<file path="src/sv/fragment_frame_parser_defines.svh">
// Assertion macros shared by the fragment frame parser RTL.
// Depends on nothing; define NO_ASSERTIONS to compile the checks away.
`ifndef FRAGMENT_FRAME_PARSER_DEFINES_SVH
`define FRAGMENT_FRAME_PARSER_DEFINES_SVH
`ifndef NO_ASSERTIONS
`define FFP_ASSERT_IMP(lbl, clk, rst, ante, cons) \
   lbl: assert property (@(posedge clk) disable iff (rst) (ante) |-> (cons)) \
      else $error("fragment frame parser check failed");
`define FFP_ASSERT_NXT(lbl, clk, rst, ante, cons) \
   lbl: assert property (@(posedge clk) disable iff (rst) (ante) |=> (cons)) \
      else $error("fragment frame parser check failed");
`else
`define FFP_ASSERT_IMP(lbl, clk, rst, ante, cons)
`define FFP_ASSERT_NXT(lbl, clk, rst, ante, cons)
`endif
`endif

</file>
<file path="src/sv/ffp_pkg.sv">
// Package of the fragment frame parser: constants, payload and status types, helpers.
// Depends on nothing.
`default_nettype none
package ffp_pkg;

   localparam int HEADER_BYTES = 24;
   localparam int POS_W        = 17;
   localparam logic [POS_W-1:0] POS_MAX = '1;

   // Header field offsets
   localparam logic [POS_W-1:0] OFS_TYPE   = 17'd0;
   localparam logic [POS_W-1:0] OFS_CLASS  = 17'd1;
   localparam logic [POS_W-1:0] OFS_PAD    = 17'd2;
   localparam logic [POS_W-1:0] OFS_IDENT  = 17'd4;
   localparam logic [POS_W-1:0] OFS_TOTAL  = 17'd12;
   localparam logic [POS_W-1:0] OFS_INDEX  = 17'd14;
   localparam logic [POS_W-1:0] OFS_COUNT  = 17'd16;
   localparam logic [POS_W-1:0] OFS_BUDGET = 17'd18;
   localparam logic [POS_W-1:0] OFS_CRC    = 17'd20;
   localparam logic [POS_W-1:0] OFS_END    = POS_W'(HEADER_BYTES);

   localparam int CLASS_LIMIT = 9;
   localparam int CLASS_BASE  = 32;

   localparam int MUL_W     = 16;
   localparam int MUL_CNT_W = $clog2(MUL_W);

   localparam logic [7:0]  TYPE_CODE_RST = 8'd1;
   localparam logic [15:0] MAX_MSG_RST   = 16'd8192;
   localparam logic [3:0]  MAX_CLASS_RST = 4'd8;
   localparam logic [63:0] ID_LIMIT_RST  = '1;

   localparam int CSR_IDX_W  = 2;
   localparam int CSR_DATA_W = 64;

   typedef enum logic [CSR_IDX_W-1:0] {
      CSR_TYPE_CODE = 2'd0,
      CSR_MAX_MSG   = 2'd1,
      CSR_MAX_CLASS = 2'd2,
      CSR_ID_LIMIT  = 2'd3
   } csr_index_type;

   typedef struct packed {
      logic [7:0] in_byte;
      logic       end_of_frame;
   } req_type;

   typedef struct packed {
      logic        is_summary;
      logic [7:0]  payload_byte;
      logic        is_last;
      logic        status;
      logic [7:0]  msg_class;
      logic [63:0] msg_ident;
      logic [15:0] total_len;
      logic [15:0] frag_index;
      logic [15:0] frag_count;
      logic [15:0] data_budget;
      logic [31:0] msg_crc;
      logic [15:0] payload_len;
   } rsp_type;

   typedef struct packed {
      logic [7:0]  type_code;
      logic [15:0] max_msg;
      logic [3:0]  max_class;
      logic [63:0] id_limit;
   } cfg_type;

   typedef struct packed {
      logic [POS_W-1:0] position;
      logic             format_ok;
      logic [7:0]       cls;
      logic [63:0]      ident;
      logic [15:0]      total;
      logic [15:0]      index;
      logic [15:0]      count;
      logic [15:0]      budget;
      logic [31:0]      crc;
   } hdr_type;

   typedef struct packed {
      logic done;
      logic malformed;
   } chk_status_type;

   function automatic logic [POS_W-1:0] data_len_f(logic [POS_W-1:0] pos);
      return (pos > OFS_END) ? (pos - OFS_END) : '0;
   endfunction

   function automatic logic [15:0] class_size_f(logic [7:0] cls);
      return (cls < 8'(CLASS_LIMIT)) ? (16'(CLASS_BASE) << cls[3:0]) : '0;
   endfunction

endpackage
`default_nettype wire

</file>
<file path="src/sv/fragment_frame_parser.sv">
// Top level of the fragment frame parser: channels, configuration registers, result register.
// Depends on ffp_pkg, ffp_hdr, ffp_chk and fragment_frame_parser_defines.svh.
//
// Usage:
//  - req_* carries one frame byte per request, end_of_frame set on the last byte.
//    The first 24 bytes are the header and give no result.
//  - Each later byte is forwarded as a payload result on rsp_* in the cycle after
//    its request is taken; header and payload bytes are taken one per cycle while
//    no frame end is being checked, payload bytes only while the result register is free.
//  - The end-of-frame request yields a summary result (is_last set) once the frame-end
//    check is done and the result register is free. The bit-serial multiplier that
//    checks the fragment count and the last fragment length runs within that check;
//    no request is taken until the summary sits in the result register.
//  - csr_* writes a configuration register; write only while idle.
//  - Reset (synchronous) loads the default configuration and returns to frame start.
//  - When rsp_ready is low the result stays in its register; header bytes keep
//    flowing, payload bytes wait until the register frees up.
`default_nettype none
`include "fragment_frame_parser_defines.svh"
module fragment_frame_parser (
   input  wire logic                             clock,
   input  wire logic                             reset,
   input  wire logic                             req_valid,
   output logic                                  req_ready,
   input  wire ffp_pkg::req_type                 req_data,
   output logic                                  rsp_valid,
   input  wire logic                             rsp_ready,
   output ffp_pkg::rsp_type                      rsp_data,
   input  wire logic                             csr_write_en,
   input  wire logic [ffp_pkg::CSR_IDX_W-1:0]    csr_index,
   input  wire logic [ffp_pkg::CSR_DATA_W-1:0]   csr_wdata
);

   ffp_pkg::cfg_type         cfg_ff, cfg_in;
   ffp_pkg::hdr_type         hdr;
   ffp_pkg::chk_status_type  chk_sts;
   ffp_pkg::rsp_type         rsp_data_ff, rsp_data_in;
   logic                     rsp_valid_ff, rsp_valid_in;
   logic                     busy_ff, busy_in;
   logic                     start_ff;
   logic                     in_header;
   logic                     req_fire;
   logic                     pay_fire;
   logic                     eof_fire;
   logic                     out_free;
   logic                     sum_load;
   logic [ffp_pkg::POS_W-1:0] dlen;

   // Configuration registers
   always_comb begin
      cfg_in = cfg_ff;
      if (csr_write_en) begin
         case (csr_index)
            ffp_pkg::CSR_TYPE_CODE: cfg_in.type_code = csr_wdata[7:0];
            ffp_pkg::CSR_MAX_MSG:   cfg_in.max_msg   = csr_wdata[15:0];
            ffp_pkg::CSR_MAX_CLASS: cfg_in.max_class = csr_wdata[3:0];
            ffp_pkg::CSR_ID_LIMIT:  cfg_in.id_limit  = csr_wdata;
            default: begin
            end
         endcase
      end
   end

   always_ff @(posedge clock) begin
      if (reset) begin
         cfg_ff.type_code <= ffp_pkg::TYPE_CODE_RST;
         cfg_ff.max_msg   <= ffp_pkg::MAX_MSG_RST;
         cfg_ff.max_class <= ffp_pkg::MAX_CLASS_RST;
         cfg_ff.id_limit  <= ffp_pkg::ID_LIMIT_RST;
      end else begin
         cfg_ff <= cfg_in;
      end
   end

   // Request side: header bytes need no result slot, payload bytes do.
   // Hold everything while a frame end is being checked.
   assign out_free  = !rsp_valid_ff || rsp_ready;
   assign req_ready = !busy_ff && (in_header || out_free);
   assign req_fire  = req_valid && req_ready;
   assign pay_fire  = req_fire && !in_header;
   assign eof_fire  = req_fire && req_data.end_of_frame;

   // Summary moves into the result register once checked and the slot is free
   assign sum_load  = chk_sts.done && out_free;

   ffp_hdr u_hdr (
      .clock     (clock),
      .reset     (reset),
      .accept    (req_fire),
      .in_byte   (req_data.in_byte),
      .clear     (sum_load),
      .type_code (cfg_ff.type_code),
      .hdr       (hdr),
      .in_header (in_header)
   );

   ffp_chk u_chk (
      .clock (clock),
      .reset (reset),
      .start (start_ff),
      .take  (sum_load),
      .hdr   (hdr),
      .cfg   (cfg_ff),
      .sts   (chk_sts)
   );

   assign dlen = ffp_pkg::data_len_f(hdr.position);

   always_comb begin
      busy_in = busy_ff;
      if (eof_fire) busy_in = 1'b1;
      else if (sum_load) busy_in = 1'b0;
   end

   // Result register: load payload or summary, drop on handshake, else hold
   always_comb begin
      rsp_valid_in = rsp_valid_ff && !rsp_ready;
      rsp_data_in  = rsp_data_ff;
      if (pay_fire) begin
         rsp_valid_in             = 1'b1;
         rsp_data_in              = '0;
         rsp_data_in.payload_byte = req_data.in_byte;
      end else if (sum_load) begin
         rsp_valid_in             = 1'b1;
         rsp_data_in.is_summary   = 1'b1;
         rsp_data_in.payload_byte = '0;
         rsp_data_in.is_last      = 1'b1;
         rsp_data_in.status       = chk_sts.malformed;
         rsp_data_in.msg_class    = hdr.cls;
         rsp_data_in.msg_ident    = hdr.ident;
         rsp_data_in.total_len    = hdr.total;
         rsp_data_in.frag_index   = hdr.index;
         rsp_data_in.frag_count   = hdr.count;
         rsp_data_in.data_budget  = hdr.budget;
         rsp_data_in.msg_crc      = hdr.crc;
         // saturate the payload length at 16 bits
         rsp_data_in.payload_len  = dlen[ffp_pkg::POS_W-1] ? 16'hFFFF : dlen[15:0];
      end
   end

   always_ff @(posedge clock) begin
      if (reset) begin
         rsp_valid_ff <= 1'b0;
         busy_ff      <= 1'b0;
         start_ff     <= 1'b0;
      end else begin
         rsp_valid_ff <= rsp_valid_in;
         busy_ff      <= busy_in;
         start_ff     <= eof_fire;
      end
   end

   always_ff @(posedge clock) begin
      rsp_data_ff <= rsp_data_in;
   end

   assign rsp_valid = rsp_valid_ff;
   assign rsp_data  = rsp_data_ff;

   `FFP_ASSERT_IMP(a_start_in_frame_end, clock, reset, start_ff, busy_ff)
   `FFP_ASSERT_IMP(a_chk_done_in_frame_end, clock, reset, chk_sts.done, busy_ff)
   `FFP_ASSERT_NXT(a_frame_cleared, clock, reset, sum_load, (hdr.position == '0) && hdr.format_ok)

endmodule
`default_nettype wire

</file>
<file path="src/sv/ffp_hdr.sv">
// Header capture of the fragment frame parser: byte position and header shift registers.
// Depends on ffp_pkg.
`default_nettype none
module ffp_hdr (
   input  wire logic           clock,
   input  wire logic           reset,
   input  wire logic           accept,
   input  wire logic [7:0]     in_byte,
   input  wire logic           clear,
   input  wire logic [7:0]     type_code,
   output ffp_pkg::hdr_type    hdr,
   output logic                in_header
);

   logic [ffp_pkg::POS_W-1:0] pos_ff, pos_in;
   logic                      fmt_ok_ff, fmt_ok_in;
   logic [7:0]                cls_ff, cls_in;
   logic [63:0]               ident_ff, ident_in;
   logic [15:0]               total_ff, total_in;
   logic [15:0]               index_ff, index_in;
   logic [15:0]               count_ff, count_in;
   logic [15:0]               budget_ff, budget_in;
   logic [31:0]               crc_ff, crc_in;

   always_comb begin
      pos_in    = pos_ff;
      fmt_ok_in = fmt_ok_ff;
      cls_in    = cls_ff;
      ident_in  = ident_ff;
      total_in  = total_ff;
      index_in  = index_ff;
      count_in  = count_ff;
      budget_in = budget_ff;
      crc_in    = crc_ff;
      if (clear) begin
         pos_in    = '0;
         fmt_ok_in = 1'b1;
         cls_in    = '0;
         ident_in  = '0;
         total_in  = '0;
         index_in  = '0;
         count_in  = '0;
         budget_in = '0;
         crc_in    = '0;
      end else if (accept) begin
         // check one header byte or shift it into its field
         case (pos_ff) inside
            ffp_pkg::OFS_TYPE: begin
               if (in_byte != type_code) fmt_ok_in = 1'b0;
            end
            ffp_pkg::OFS_CLASS: begin
               cls_in = in_byte;
            end
            [ffp_pkg::OFS_PAD : ffp_pkg::OFS_IDENT - 17'd1]: begin
               if (in_byte != 8'd0) fmt_ok_in = 1'b0;
            end
            [ffp_pkg::OFS_IDENT : ffp_pkg::OFS_TOTAL - 17'd1]: begin
               ident_in = {ident_ff[55:0], in_byte};
            end
            [ffp_pkg::OFS_TOTAL : ffp_pkg::OFS_INDEX - 17'd1]: begin
               total_in = {total_ff[7:0], in_byte};
            end
            [ffp_pkg::OFS_INDEX : ffp_pkg::OFS_COUNT - 17'd1]: begin
               index_in = {index_ff[7:0], in_byte};
            end
            [ffp_pkg::OFS_COUNT : ffp_pkg::OFS_BUDGET - 17'd1]: begin
               count_in = {count_ff[7:0], in_byte};
            end
            [ffp_pkg::OFS_BUDGET : ffp_pkg::OFS_CRC - 17'd1]: begin
               budget_in = {budget_ff[7:0], in_byte};
            end
            [ffp_pkg::OFS_CRC : ffp_pkg::OFS_END - 17'd1]: begin
               crc_in = {crc_ff[23:0], in_byte};
            end
            default: begin
            end
         endcase
         if (pos_ff != ffp_pkg::POS_MAX) pos_in = pos_ff + 17'd1;
      end
   end

   always_ff @(posedge clock) begin
      if (reset) begin
         pos_ff    <= '0;
         fmt_ok_ff <= 1'b1;
         cls_ff    <= '0;
         ident_ff  <= '0;
         total_ff  <= '0;
         index_ff  <= '0;
         count_ff  <= '0;
         budget_ff <= '0;
         crc_ff    <= '0;
      end else begin
         pos_ff    <= pos_in;
         fmt_ok_ff <= fmt_ok_in;
         cls_ff    <= cls_in;
         ident_ff  <= ident_in;
         total_ff  <= total_in;
         index_ff  <= index_in;
         count_ff  <= count_in;
         budget_ff <= budget_in;
         crc_ff    <= crc_in;
      end
   end

   assign in_header = (pos_ff < ffp_pkg::OFS_END);

   always_comb begin
      hdr.position  = pos_ff;
      hdr.format_ok = fmt_ok_ff;
      hdr.cls       = cls_ff;
      hdr.ident     = ident_ff;
      hdr.total     = total_ff;
      hdr.index     = index_ff;
      hdr.count     = count_ff;
      hdr.budget    = budget_ff;
      hdr.crc       = crc_ff;
   end

endmodule
`default_nettype wire

</file>
<file path="src/sv/ffp_mul.sv">
// Bit-serial shift-add multiplier: two products sharing one multiplicand, one bit a cycle.
// Depends on ffp_pkg.
`default_nettype none
module ffp_mul (
   input  wire logic                      clock,
   input  wire logic                      reset,
   input  wire logic                      start,
   input  wire logic [ffp_pkg::MUL_W-1:0] mcand,
   input  wire logic [ffp_pkg::MUL_W-1:0] mplier_a,
   input  wire logic [ffp_pkg::MUL_W-1:0] mplier_b,
   output logic                           done,
   output logic [2*ffp_pkg::MUL_W-1:0]    prod_a,
   output logic [2*ffp_pkg::MUL_W-1:0]    prod_b
);

   logic                          busy_ff, busy_in;
   logic                          done_ff, done_in;
   logic [ffp_pkg::MUL_CNT_W-1:0] cnt_ff, cnt_in;
   logic [2*ffp_pkg::MUL_W-1:0]   mcand_ff, mcand_in;
   logic [ffp_pkg::MUL_W-1:0]     a_ff, a_in;
   logic [ffp_pkg::MUL_W-1:0]     b_ff, b_in;
   logic [2*ffp_pkg::MUL_W-1:0]   acc_a_ff, acc_a_in;
   logic [2*ffp_pkg::MUL_W-1:0]   acc_b_ff, acc_b_in;
   logic                          last_step;

   assign last_step = (cnt_ff == ffp_pkg::MUL_CNT_W'(ffp_pkg::MUL_W - 1));

   always_comb begin
      busy_in  = busy_ff;
      done_in  = 1'b0;
      cnt_in   = cnt_ff;
      mcand_in = mcand_ff;
      a_in     = a_ff;
      b_in     = b_ff;
      acc_a_in = acc_a_ff;
      acc_b_in = acc_b_ff;
      if (start) begin
         busy_in  = 1'b1;
         cnt_in   = '0;
         mcand_in = {{ffp_pkg::MUL_W{1'b0}}, mcand};
         a_in     = mplier_a;
         b_in     = mplier_b;
         acc_a_in = '0;
         acc_b_in = '0;
      end else if (busy_ff) begin
         if (a_ff[0]) acc_a_in = acc_a_ff + mcand_ff;
         if (b_ff[0]) acc_b_in = acc_b_ff + mcand_ff;
         mcand_in = {mcand_ff[2*ffp_pkg::MUL_W-2:0], 1'b0};
         a_in     = {1'b0, a_ff[ffp_pkg::MUL_W-1:1]};
         b_in     = {1'b0, b_ff[ffp_pkg::MUL_W-1:1]};
         cnt_in   = cnt_ff + ffp_pkg::MUL_CNT_W'(1);
         if (last_step) begin
            busy_in = 1'b0;
            done_in = 1'b1;
         end
      end
   end

   always_ff @(posedge clock) begin
      if (reset) begin
         busy_ff <= 1'b0;
         done_ff <= 1'b0;
         cnt_ff  <= '0;
      end else begin
         busy_ff <= busy_in;
         done_ff <= done_in;
         cnt_ff  <= cnt_in;
      end
   end

   always_ff @(posedge clock) begin
      mcand_ff <= mcand_in;
      a_ff     <= a_in;
      b_ff     <= b_in;
      acc_a_ff <= acc_a_in;
      acc_b_ff <= acc_b_in;
   end

   assign done   = done_ff;
   assign prod_a = acc_a_ff;
   assign prod_b = acc_b_ff;

endmodule
`default_nettype wire

</file>
<file path="src/sv/ffp_chk.sv">
// Frame-end checker: header rule checks and fragment count/length checks via ffp_mul.
// Depends on ffp_pkg, ffp_mul and fragment_frame_parser_defines.svh.
`default_nettype none
`include "fragment_frame_parser_defines.svh"
module ffp_chk (
   input  wire logic                   clock,
   input  wire logic                   reset,
   input  wire logic                   start,
   input  wire logic                   take,
   input  wire ffp_pkg::hdr_type       hdr,
   input  wire ffp_pkg::cfg_type       cfg,
   output ffp_pkg::chk_status_type     sts
);

   typedef enum logic [4:0] {
      ST_IDLE = 5'b00001,
      ST_MUL  = 5'b00010,
      ST_FIN1 = 5'b00100,
      ST_FIN2 = 5'b01000,
      ST_DONE = 5'b10000
   } chk_state_type;

   chk_state_type             state_ff, state_in;
   logic                      static_ok_ff, static_ok_in;
   logic                      ceil_ok_ff, ceil_ok_in;
   logic [15:0]               want_len_ff, want_len_in;
   logic                      bad_ff, bad_in;
   logic [ffp_pkg::POS_W-1:0] dlen;
   logic [15:0]               csize;
   logic                      mul_start;
   logic                      mul_done;
   logic [31:0]               prod_cnt;
   logic [31:0]               prod_idx;
   logic [31:0]               total_w;
   logic [31:0]               budget_w;

   assign dlen      = ffp_pkg::data_len_f(hdr.position);
   assign csize     = ffp_pkg::class_size_f(hdr.cls);
   assign total_w   = {16'd0, hdr.total};
   assign budget_w  = {16'd0, hdr.budget};
   assign mul_start = (state_ff == ST_IDLE) && start;

   ffp_mul u_mul (
      .clock    (clock),
      .reset    (reset),
      .start    (mul_start),
      .mcand    (hdr.budget),
      .mplier_a (hdr.count),
      .mplier_b (hdr.index),
      .done     (mul_done),
      .prod_a   (prod_cnt),
      .prod_b   (prod_idx)
   );

   always_comb begin
      state_in     = state_ff;
      static_ok_in = static_ok_ff;
      ceil_ok_in   = ceil_ok_ff;
      want_len_in  = want_len_ff;
      bad_in       = bad_ff;
      case (state_ff)
         ST_IDLE: begin
            if (start) begin
               static_ok_in = hdr.format_ok && (dlen != '0) &&
                              (dlen <= {1'b0, cfg.max_msg}) &&
                              (hdr.ident != '0) && (hdr.ident <= cfg.id_limit) &&
                              (hdr.total != '0) && (hdr.total <= cfg.max_msg) &&
                              (hdr.budget != '0) && (hdr.count != '0) &&
                              (hdr.cls < 8'(ffp_pkg::CLASS_LIMIT)) &&
                              (hdr.cls <= {4'd0, cfg.max_class}) &&
                              (hdr.total <= csize) && (hdr.index < hdr.count);
               state_in = ST_MUL;
            end
         end
         ST_MUL: begin
            if (mul_done) state_in = ST_FIN1;
         end
         ST_FIN1: begin
            // check that count is the ceiling of total over budget
            ceil_ok_in = (prod_cnt >= total_w) && ((prod_cnt - budget_w) < total_w);
            if (({1'b0, hdr.index} + 17'd1) < {1'b0, hdr.count}) begin
               want_len_in = hdr.budget;
            end else begin
               want_len_in = hdr.total - prod_idx[15:0];
            end
            state_in = ST_FIN2;
         end
         ST_FIN2: begin
            bad_in   = !(static_ok_ff && ceil_ok_ff && (dlen == {1'b0, want_len_ff}));
            state_in = ST_DONE;
         end
         ST_DONE: begin
            if (take) state_in = ST_IDLE;
         end
         default: begin
            state_in = ST_IDLE;
         end
      endcase
   end

   always_ff @(posedge clock) begin
      if (reset) begin
         state_ff <= ST_IDLE;
      end else begin
         state_ff <= state_in;
      end
   end

   always_ff @(posedge clock) begin
      static_ok_ff <= static_ok_in;
      ceil_ok_ff   <= ceil_ok_in;
      want_len_ff  <= want_len_in;
      bad_ff       <= bad_in;
   end

   assign sts.done      = (state_ff == ST_DONE);
   assign sts.malformed = bad_ff;

   `FFP_ASSERT_IMP(a_fin_follows_mul, clock, reset, state_ff == ST_FIN1, $past(mul_done))

endmodule
`default_nettype wire

</file>
<file path="config.mk">
export PLATFORM = sky130hd
export DESIGN_NAME = fragment_frame_parser
export DESIGN_NICKNAME = d
export VERILOG_FILES = /design/src/sv/ffp_pkg.sv /design/src/sv/fragment_frame_parser.sv /design/src/sv/ffp_hdr.sv /design/src/sv/ffp_mul.sv /design/src/sv/ffp_chk.sv
export VERILOG_INCLUDE_DIRS = /design/src /design/src/sv
export SDC_FILE = /design/constraint.sdc
export NUM_CORES = 2
export LEC_CHECK = 0
export ABC_AREA = 1
export BUFFER_PORTS_ARGS = -buffer_cell sky130_fd_sc_hd__buf_2
export CORE_UTILIZATION = 35
export CTS_CLUSTER_DIAMETER = 100
export CTS_CLUSTER_SIZE = 40
export DETAILED_ROUTE_END_ITERATION = 8
export PLACE_DENSITY_LB_ADDON = 0.05
export SETUP_SLACK_MARGIN = 0.15
export SYNTH_ARGS = -nofsm -noshare
export SYNTH_HDL_FRONTEND = slang
export SYNTH_HIERARCHICAL = 1
export SYNTH_SLANG_ARGS = --single-unit
export TNS_END_PERCENT = 100
</file>
<file path="constraint.sdc">
create_clock -name clock -period 4.06 [get_ports clock]
set_input_delay 0.609 -clock clock [delete_from_list [all_inputs] [get_ports clock]]
set_output_delay 0.609 -clock clock [all_outputs]
set_load 0.1 [all_outputs]
</file>
== Yosys cells after proc, flatten, opt, wreduce, memory -nomap -nowiden ==
Index checks and enable logic that the tools add are counted.

* Flip-flop bits (word level): 633
* Output and inout port bits: 197
* Word-level logic and storage cells: 201

* $add $sub $neg: 8
* Order comparisons: 26
* Equality and inequality tests: 18
* Shifts and indexed selects: 1
* Mux-type cells: 29
* Bitwise operators: 9
* Reduce and logical (&&, ||, !) cells: 69

{| class="wikitable"
|+ Operator list
! kind !! number
|-
| 194-bit 2-to-1 mux || 2
|-
| 16-bit 2-to-1 mux || 9
|-
| 32-bit adder || 2
|-
| 64-bit less-or-equal comparator || 1
|-
| 64-bit nonzero test || 1
|-
| 17-bit by 5-bit greater-or-equal comparator with 1-bit output (second input constant) || 3
|-
| 17-bit by 4-bit less-or-equal comparator with 1-bit output (second input constant) || 3
|-
| 17-bit by 5-bit less-or-equal comparator with 1-bit output (second input constant) || 3
|-
| 16-bit nonzero test || 3
|-
| 17-bit by 4-bit greater-or-equal comparator with 1-bit output (second input constant) || 2
|-
| 32-bit by 16-bit greater-or-equal comparator with 1-bit output || 1
|-
| 16-bit less-or-equal comparator || 2
|-
| 32-bit by 16-bit < comparator with 1-bit output || 1
|-
| 32-bit by 16-bit subtractor with 32-bit output || 1
|-
| 1-bit logical AND || 29
|-
| 5-bit one-hot mux with 5 select lines || 1
|-
| 16-bit by 1-bit adder with 17-bit output (second input constant) || 1
|-
| 17-bit by 1-bit adder with 17-bit output (second input constant) || 1
|-
| 17-bit by 1-bit == test with 1-bit output (second input constant) || 1
|-
| 17-bit by 16-bit == test with 1-bit output || 1
|-
| 17-bit by 2-bit greater-or-equal comparator with 1-bit output (second input constant) || 1
|-
| 17-bit by 3-bit greater-or-equal comparator with 1-bit output (second input constant) || 1
|-
| 17-bit by 5-bit greater-than comparator with 1-bit output (second input constant) || 1
|-
| 17-bit by 16-bit less-or-equal comparator with 1-bit output || 1
|-
| other kinds (43) || 88
|}

== Depth between registers and ports, before layout ==
* Depth after elaboration: 15
* Mapped depth: 28
* Gate-level depth less buffers: 27

== Hierarchy ==
The synthesis kept the hierarchy.

{| class="wikitable"
|+ By module, submodules not included
! module !! instances !! cells each !! area each (um^2) !! seq. area each (um^2)
|-
| fragment_frame_parser || 1 || 1155 || 10923.0 || 5865.6
|-
| ffp_mul || 1 || 1615 || 9927.0 || 3163.0
|-
| ffp_chk || 1 || 1505 || 9088.7 || 670.6
|-
| ffp_hdr || 1 || 1066 || 7908.8 || 3723.6
|}

== Worst setup path before layout ==
Ideal clock, no wire load.

* Path type: register to register
* From: register u_hdr.index_ff[2]
* To: register u_chk.want_len_ff[7] (data pin)
* Arrival: 2777 ps
* Required time: 3808 ps
* Path slack: 1031 ps
* Stages on the path, launching flop included: 20
* Period minus slack after synthesis: 3029 ps
* Path through: dfxtp_1 > nand3_1 > nor2_1 > nand2_1 > nor3b_1 > nand2_1 > nor2_1 > nand3_1 > nor2_1 > nand2_1 > xnor2_1 > ha_1 > nand2_1 > inv_1 > nand3_1 > nor3_1 > nor2_4 > buf_4 > nand3_1 > nand2_1

* Longest elaborated chain between the ends: 3

{| class="wikitable"
|+ Ends and longest elaborated chain
! what !! line !! text
|-
| start, declared || ffp_hdr.sv:20 || <nowiki>logic [15:0] index_ff, index_in;</nowiki>
|-
| start signal, assigned || ffp_hdr.sv:99 || <nowiki>index_ff <= index_in;</nowiki>
|-
| 16-bit by 1-bit adder with 17-bit output || ffp_chk.sv:81 || <nowiki>if (({1'b0, hdr.index} + 17'd1) < {1'b0, hdr.count}) begin</nowiki>
|-
| 17-bit by 16-bit < comparator with 1-bit output || ffp_chk.sv:81 ||
|-
| 16-bit 2-to-1 mux || ffp_chk.sv:81 ||
|-
| end signal, assigned || ffp_chk.sv:112 || <nowiki>want_len_ff <= want_len_in;</nowiki>
|-
| end, declared || ffp_chk.sv:26 || <nowiki>logic [15:0] want_len_ff, want_len_in;</nowiki>
|}

Every way passes these cells.
A chain may end at the register's enable or synchronous reset.

== Worst setup path after layout ==
* From: register u_hdr.index_ff[3]
* To: register u_chk.want_len_ff[15] (data pin)

The elaborated chain is that of the path after synthesis.

==> impl_metrics.csv <==
group,metric,value,unit
floorplan,pin_count,277,
timing,rsz0062_at_grt,"no",
cts,cts_max_level,2,
cts,numCtsBuffers,35,
setup_path,critPathBufInv,2,
final_layout,final_cell_mix,"1103 x nand2_1, 751 x inv_1, 542 x dfxtp_1",
route,wl_per_cell,18.03,um
power,p_per_area,430.8,nW/um2
route,vias_per_cell,4.777,
synthesis,netlist_instances,4950,
floorplan,die_x,322.1,um
floorplan,design.die.area,103800,um2
setup_path,crit_top_cell,"nand2_1",
synthesis,postSynthAreaPerCell,7.246,um2
route,drtIter0Drc,2019,
setup_path,path_max_fanout,17,
synthesis,ys_warn_count,6,
setup_path,criticalPathCategory,"flop to flop",
power,leakage,20.67,nW
timing,fin_crit_sh,82.51,%
timing,finalHoldViolations,0,
route,drc_errors,0,
setup_path,reg2reg_to,"u_chk/want_len_ff[15]$_DFFE_PN_",
cts,clock-sinks,617,
cts,clk_latency,670,ps
floorplan,rows,117,
setup_path,endpoint_kind,"flop",
status,outcome,"finished, final reports clean",
worst_hold_path,hp-class,"input port to flop",
setup_path,crit_chain,"inv_1 -> nor2_1 -> nand2_1 -> nor3b_2 -> nand2_1 -> nor2_1 -> nand3_1 -> nor2_1 -> nand2_1 -> xnor2_1 -> ha_1 -> nand2_1 -> inv_1 -> nand3_1 -> nor2_1 -> nand3_4 -> nand2_4 -> nand2_1 -> nand2_1",
cts,cts_tree,"yes",
timing,finalSetupViolCount,0,
route,num_vias,31390,
cts,root_buffer,"clkbuf_16",
placement,place_congestion,0.8733,
final_layout,nets,5516,
timing,holdWs,149.8,ps
timing,finClkSkew,71.68,ps
flow_run,max_cap_viol_count,0,
placement,place_ws,554.3,ps
timing,slew_headroom,36.49,%
timing,slew_violations,0,
route,drt-pass1-iter-count,6,
route,wirelength,118500,um
global_route,grt_pass1_vias,29530,
global_route,antenna_found_initial,7,
worst_hold_path,hold_depth,3,
cts,clk_pin_slew,130,ps
worst_hold_path,hold_end,"cfg_ff[51]$_SDFFE_PP1P_",
setup_path,critical_path_required,4550,ps
route,ant_nets,0,
setup_path,crit_path_start_kind,"flop",
global_route,overflow,0,
timing,worst_pin_slew,952.6,ps
timing,min_period,3350,ps
global_route,grt_max_degree,129,
setup_path,rr_worst_depth,19,
synthesis,syn_area,35870,um2
final_layout,area_growth,11.67,%
power,ir_worst_vdd,0.3841,mV
setup_path,critical_path.top_delay_family,"simple AND/OR/NAND/NOR gates",
setup_path,cp.depth,19,
floorplan,die_y,322.1,um
timing,setup-tns-final,0,ps
final_layout,layout_commonest_cell,"nand2_1",
setup_path,slowest_stage,"dfxtp_1",
setup_path,critPathMaxStageDelay,490,ps
placement,hpwlAfterDp,89920,um
final_layout,drive_gt1_share,15.58,%
cts,post-cts-setup-buffers,0,
global_route,grt_pass1_wl,180900,um
setup_path,regToRegSetupSlack,710,ps
cts,clockBufferDepth,3,
timing,fin_ws,710.1,ps
global_route,grtUsageTotal,22.64,%
placement,io_buffers,276,
worst_hold_path,hp-start,"csr_wdata[51]",
floorplan,initial_utilization,35.25,%
floorplan,fp.coreArea,101700,um2
setup_path,worst_ep_arrival_time,3840,ps
setup_path,r2r_start,"u_hdr/index_ff[3]$_SDFFE_PP0P_",
timing,fmax,298.5,MHz
-- area by class of cell --
class                      instances  area [um2]
inverter                         915        3452
tap                             1368        1712
antenna                            2       5.005
clock inverter                    27       409.1
multi-input combinational       3252       18370
sequential                       617       13100
timing repair buffer             352        2090
clock buffer                      37       914.6
fill                           10970       61690
-- where the power goes --
part / internal (mW) / switching [mW] / total, mW
Sequential: 6.59 / 0.507 / 7.10
Clock: 1.86 / 2.63 / 4.49
Combinational: 1.99 / 3.68 / 5.67
Total: 10.4 / 6.82 / 17.3
-- worst reg2reg max path, delay by kind of cell, from the launching register on --
kind | cells | cell delay, ps
xor gates and xnor gates | 1 | 130
adders and majority gates | 1 | 290
buffers and inverters | 2 | 170
DFF | 1 | 490
and+or+nand+nor | 15 | 2120
-- per-stage QoR --
| stage | total power, mW | util, % | area, um2 | cells |
|---|---|---|---|---|
| floorplan | 11.26 | - | 35870 | 4951 |
| global placement | 12.88 | 38.05 | 38710 | 6504 |
| detailed placement | 12.89 | 38.05 | 38710 | 6504 |
| CTS | 17.48 | 39.35 | 40040 | 6568 |
| global route | 18.57 | 39.37 | 40050 | 6569 |
| finish | 17.26 | 39.37 | 40050 | 6570 |
-- state kept, by name (all words and copies together), names as in the netlist, 16 cells and up --
signal / flops
u_hdr/index_ff: 16
u_hdr/pos_ff: 17
u_hdr/total_ff: 16
u_chk/u_mul/prod_b: 16
u_chk/want_len_ff: 16
u_hdr/budget_ff: 16
u_hdr/ident_ff: 64
u_chk/u_mul/b_ff: 16
cfg_ff: 92
u_chk/u_mul/mcand_ff: 32
u_chk/u_mul/prod_a: 32
rsp_data: 194
u_hdr/crc_ff: 32
u_hdr/count_ff: 16
u_chk/u_mul/a_ff: 16
-- layer usage --
layer	track usage (%)	vias up	share of wire [%]
li1	-	16250	-
met1	31.45	14440	49
met2	37.30	562	46
met3	2.062	130	3.2
met4	6.180	2	2.4
met5	0	-	0.011
-- how the worst max path moves through the flow --
stage,from,endpoint
4_1_cts,u_hdr/index_ff[3]$_SDFFE_PP0P_,u_chk/want_len_ff[7]$_DFFE_PN_
2_1_floorplan,u_hdr/index_ff[2]$_SDFFE_PP0P_,u_chk/want_len_ff[7]$_DFFE_PN_
6_report,u_hdr/index_ff[3]$_SDFFE_PP0P_,u_chk/want_len_ff[15]$_DFFE_PN_
3_5_place_dp,u_hdr/index_ff[3]$_SDFFE_PP0P_,u_chk/want_len_ff[10]$_DFFE_PN_
5_1_grt,u_hdr/index_ff[3]$_SDFFE_PP0P_,u_chk/want_len_ff[7]$_DFFE_PN_
3_3_place_gp,u_hdr/index_ff[3]$_SDFFE_PP0P_,u_chk/want_len_ff[7]$_DFFE_PN_
-- repair_timing --
item / 4_1_cts / 5_1_grt
resized for setup: 0 / 2
hold buffers: 0 / 0
setup endpoints to repair: 0 / 16
(Power assumes the default switching activity.)
